## config.mk

```make
export PLATFORM = sky130hd
export DESIGN_NAME = svx_queue
export DESIGN_NICKNAME = d
export VERILOG_FILES = /design/src/sv/svx_pkg.sv /design/src/sv/svx_queue.sv
export SDC_FILE = /design/constraint.sdc
export NUM_CORES = 1
export LEC_CHECK = 0
export BUFFER_PORTS_ARGS = -buffer_cell sky130_fd_sc_hd__buf_2
export CAP_MARGIN = 30
export CELL_PAD_IN_SITES_DETAIL_PLACEMENT = 0
export CELL_PAD_IN_SITES_GLOBAL_PLACEMENT = 1
export CORE_AREA = 2 2 336 338
export DETAILED_ROUTE_END_ITERATION = 8
export DIE_AREA = 0 0 338 340
export GPL_ROUTABILITY_DRIVEN = 0
export PLACE_DENSITY = 0.58
export REMOVE_ABC_BUFFERS = 1
export SLEW_MARGIN = 20
export SYNTH_ARGS = -nofsm -noshare
export SYNTH_HDL_FRONTEND = slang
export SYNTH_SLANG_ARGS = --single-unit
export TNS_END_PERCENT = 100
```

## constraint.sdc

```tcl
create_clock -name clk_i -period 24.7 [get_ports clk_i]
set_input_delay 4.94 -clock clk_i [delete_from_list [all_inputs] [get_ports clk_i]]
set_output_delay 4.94 -clock clk_i [all_outputs]
set_load 0.02 [all_outputs]
```

## src/sv/svx_pkg.sv

```systemverilog
// shared types and constants for the shadow volume extruder
// no dependencies; imported by the top level, the front, the queue and the back
`timescale 1ns / 1ps

package svx_pkg;

  // one coordinate triple, element 0 is x, 1 is y, 2 is z
  typedef logic [2:0][31:0] vec_t;

  // light * extrude_length per axis, signed 48 bits
  typedef logic [2:0][47:0] lprod_t;

  // one facing triangle handed from the front to the back
  typedef struct packed {
    vec_t [2:0] v;
    lprod_t     lp;
  } tri_t;

  typedef struct packed {
    logic full;
    logic empty;
  } q_stat_t;

  // configuration register indexes
  localparam logic [1:0] CfgLightX = 2'd0;
  localparam logic [1:0] CfgLightY = 2'd1;
  localparam logic [1:0] CfgLightZ = 2'd2;
  localparam logic [1:0] CfgExtLen = 2'd3;

  // configuration reset values
  localparam logic [31:0] LightXRst = 32'h0000_0000;
  localparam logic [31:0] LightYRst = 32'hFFFF_0000;
  localparam logic [31:0] LightZRst = 32'h0000_0000;
  localparam logic [15:0] ExtLenRst = 16'd100;

endpackage

```

## src/sv/svx_queue.sv

```systemverilog
// short queue of facing triangles between front and back
// depends on svx_pkg
`timescale 1ns / 1ps

module svx_queue #(
  parameter int Depth = 2
) (
  input  logic             clk_i,
  input  logic             rst_ni,
  input  logic             push_i,
  input  svx_pkg::tri_t    push_data_i,
  input  logic             pop_i,
  output svx_pkg::tri_t    pop_data_o,
  output svx_pkg::q_stat_t q_stat_o
);
  import svx_pkg::*;

  localparam int PtrW = $clog2(Depth);
  localparam int CntW = $clog2(Depth + 1);

  tri_t            mem_q [Depth];
  logic [PtrW-1:0] wr_ptr_q, rd_ptr_q;
  logic [CntW-1:0] cnt_q;

  assign q_stat_o.full  = (cnt_q == CntW'(Depth));
  assign q_stat_o.empty = (cnt_q == '0);
  assign pop_data_o     = mem_q[rd_ptr_q];

  function automatic logic [PtrW-1:0] bump(input logic [PtrW-1:0] p);
    return (p == PtrW'(Depth - 1)) ? '0 : p + PtrW'(1);
  endfunction

  always_ff @(posedge clk_i) begin
    if (push_i) begin
      mem_q[wr_ptr_q] <= push_data_i;
    end
  end

  always_ff @(posedge clk_i or negedge rst_ni) begin
    if (!rst_ni) begin
      wr_ptr_q <= '0;
      rd_ptr_q <= '0;
      cnt_q    <= '0;
    end else begin
      if (push_i) begin
        wr_ptr_q <= bump(wr_ptr_q);
      end
      if (pop_i) begin
        rd_ptr_q <= bump(rd_ptr_q);
      end
      if (push_i && !pop_i) begin
        cnt_q <= cnt_q + CntW'(1);
      end else if (pop_i && !push_i) begin
        cnt_q <= cnt_q - CntW'(1);
      end
    end
  end

endmodule

```

* Word-level counts from Yosys, hierarchy flattened
Memory sizes are Yosys's and may differ from the RTL's.
Index checks and enable logic that the tools add are counted.
Widths: inputs -> output; s select.
** Storage, ports and cells
- Register bits after elaboration :: 4
- RAM bits :: 864
- Bits of input ports :: 436
- Word-level logic and storage cells :: 21
- Memories :: 1
** Memories
- mem_q :: words 2, width 432, read ports 1, clocked after memory_dff 0, write ports 1, line svx_queue.sv:21 : tri_t mem_q [Depth];
** Operators by class
- $add $sub $neg :: 4
- Eq/ne operators :: 1
- Multiplexer cells :: 6
- Reductions and logical operators :: 6
** Operators with widths (number)
- $mux 1 :: 4
- $mux 2 :: 2
- $add 1x1->1 const B :: 2
- $add 2x1->2 const B :: 1
- $eq 2x2->1 const B :: 1
- $logic_and 1x1->1 :: 2
- $logic_not 1->1 :: 2
- $logic_not 2->1 :: 1
- $reduce_bool 2->1 :: 1
- $sub 2x1->2 const B :: 1

* Depth between registers and ports, before layout
- Depth in word-level cells :: 4
- Mapped depth :: 5
- Mapped depth without buffers :: 5

* Worst setup path before layout
OpenSTA, ideal clock, no wires.
- Path kind :: input port to flip-flop
- Start :: in push_i
- End :: mem mem_q[0][0] (netlist bit) (enable)
- Arrival :: 23.473 ns
- Path slack :: -0.061 ns
- Cell stages on the path :: 1
- Buffers on the path :: 0
- Cells stage by stage :: nor2b_1
** On the way
- Word-level cells in the longest chain between the ends :: 2
** Ends and longest elaborated chain
- start, declared :: line svx_queue.sv:10 : input logic push_i,
- $mux 1 :: line svx_queue.sv:34 : if (push_i) begin
- $mux 1 (not written as such) :: line svx_queue.sv:35 : mem_q[wr_ptr_q] <= push_data_i;
- end, declared :: line svx_queue.sv:21
No other way between the ends.

==> results.md <==
* Outcome: completed
* R2r worst-path depth at 7
* DRC viols at 0
* WP data arrival at 4.02 ns
* Crit Path Max Fanout at 116
* Top cells by area, synth: edfxtp_1, mux2_4, mux2_2, buf_6, buf_8
* P_int at 3.48 mW
* EDFF count, synth at 864
* PortBufs at 869
* Pleak at 16.5 nW
* Met3 usage at 0.0455
* Pin count of the biggest net entering global routing at 118
* Endpoint of the worst register-to-register path: mem_q[0][90]
* TritonCTS buffer count at 92
* Crit path to: pop_data_o[410]
* Placement row count at 123
* Hold Path Class: reg -> reg
* RSZ-0062 raised after global routing: false
* Clock share of power at 0.258
* Flops & latches, synth at 868
* Sw Ratio at 0.323
* Syn-to-layout area delta at 27.3%
* Post-route minimum period at 8.96 ns
* CP startpoint: rd_ptr_q
* Met2 usage at 0.255
* Final Setup Violations at 0
* Crit start category: register
* First-pass GRT wire length at 116000 µm
* Hold Buf Count CTS at 0
* CTS tree: done
* Ys flop type: edfxtp_1
* Area leader, netlist: edfxtp_1
* Crit Reg-Reg Startpoint: wr_ptr_q
* Cells after Synth at 1360
* DR vias/cell at 4.22
* Cell with the most instances after synthesis: edfxtp_1
* DP Wirelength at 61000 µm
* Worst vdd ir at 0.105 mV
* Clk_skew at 0.0173 ns
* Seq/Total Area, Yosys at 0.791
* Worst-Skew Late Latency at 0.67 ns
* Rel. slew slack at 0.324
* Post-synth cell types at 14
* Vias at 16400
* Flop pwr share at 0.398
* Synth Warn # at 0
* Clk slew on worst S/H paths at 0.06 ns
* P_sw at 1.66 mW
* Critical Path Sink Type: output port
* Nets at 2737
* Placed Instances at 3701
* Gr usage total at 0.139
* Post-synth ARST share at 0.00461
* Met1 Resource Use GR at 0.147
* Initial Utilization at 0.295
* Die X at 338 µm
* Worst slew pin tran at 1.01 ns
* Final hold violation count at 0
* Remaining global-route overflow at 0
* Routed WL at 83400 µm
* PD cells at 123 nW/µm²
* ANT nets after route at 0
* Req. time, crit path at 19.76 ns
* Comb power frac at 0.344
* GRT busiest layer: met2
* Initial antenna violation count at 29
* Die H at 340 µm
* Max clock buf depth at 3
* Post-Layout Cell Count at 3886
* Kind of critical path: reg -> out
* Max Clk Rate at 112 MHz
* Depth of the CTS H-tree at 3
* Avg WL per Cell at 21.5 µm
* # resized after CTS at 0
* Final Max Slew Viols at 0
* I/O pins at 870
* R2R Setup Slk at 21.23 ns
* Period utilisation layout at 0.363
* First-pass iteration count of the detailed router at 5
* Core area at 112000 µm²
* Synth top area share at 0.788
* Most frequent cells after synthesis: edfxtp_1, mux2_4, mux2_2
* Cell area after synthesis at 32900 µm²
* Iteration-0 DRC Markers at 949
* Clock sinks at 868
* Post-CTS Setup Repair Bufs at 0
* Vias in the first global route at 17200
* Clock root buffer: clkbuf_16
* Syn avg cell area at 24.2 µm²
* Design Power at 5.14 mW
* Die ar. at 115000 µm²
* # Max-Cap Violations at 0
* Layout cell share with drive strength beyond 1 at 0.612
[critical path, stage by stage (launching register included)]
cell and delay [ns]:
dfrtp_4 0.95, buf_12 0.63, buf_4 0.88, mux2_2 0.42, buf_2 0.16
[power by group through the flow]
stage                     Clock (mW)  Combinational (mW)  Sequential (mW)
after floorplan                    0                1.73             2.37
after global placement             0                1.76             2.07
after detailed placement           0                1.78             2.08
after CTS                       1.37                1.79             2.05
after global routing            1.43                1.86             2.07
final                           1.33                1.77             2.04
[cell usage in the layout (no fill, tap or decap), drive strengths merged]
cell	count
and2	1
buf	894
bufinv	7
clkbuf	117
clkinv	36
clkinvlp	1
dfrtp	4
diode	15
edfxtp	864
ha	1
inv	5
mux2	432
nor2	2
nor2b	2
xnor2	1
xor2	4
[registers in the layout, indices dropped and copies added, names as in the netlist]
register / flops
cnt_q: 2
mem_q: 864
rd_ptr_q: 1
wr_ptr_q: 1
[how the worst min path moves through the flow]
stage	start	to	depth (start not counted)	slack, ns
2_1_floorplan	wr_ptr_q	wr_ptr_q	1	0.46
3_3_place_gp	cnt_q[1]	cnt_q[1]	1	0.48
3_5_place_dp	cnt_q[1]	cnt_q[1]	1	0.49
4_1_cts	cnt_q[1]	cnt_q[1]	1	0.51
5_1_grt	cnt_q[1]	cnt_q[1]	1	0.52
6_report	cnt_q[1]	cnt_q[1]	1	0.51
[through the flow]
step,cell area (µm²),TNS (ns),hold WS (ns),setup slack (ns),utilization
after floorplan,32400,-26.43,0.455,-0.0612,-
after detailed placement,38800,0,0.492,16.06,0.348
after CTS,41700,0,0.505,15.63,0.374
after global routing,41900,0,0.516,15.55,0.376
final,41900,0,0.508,15.74,0.376
after global placement,38800,0,0.480,15.79,0.348
[metal layers]
layer / wire (µm) / vias to the layer above
met3: 6550 / 145
met1: 29900 / 8310
met2: 44700 / 545
met4: 2060 / 24
met5: 149 / -
li1: - / 7361
[kinds of logic (layout without fill, tap and decap cells)]
family	after synthesis	after routing	share of synthesized area
xor+xnor	5	5	0.00133
other cells	0	15	0
buf+inv	49	1060	0.0166
fa+ha+maj	1	1	0.000380
mux	432	432	0.190
flops	868	868	0.791
simple gates	5	5	0.000798
[layout make-up]
cell class / instances / area (µm²)
Tap cell: 1500 / 1880
Clock buffer: 117 / 2450
Clock inverter: 48 / 469
Inverter: 1 / 3.75
Antenna cell: 15 / 37.5
Sequential cell: 868 / 26000
Fill cell: 10400 / 69700
Timing Repair Buffer: 894 / 4690
Multi-Input combinational cell: 443 / 6350
Note: power is estimated with default switching activity, not from simulation.
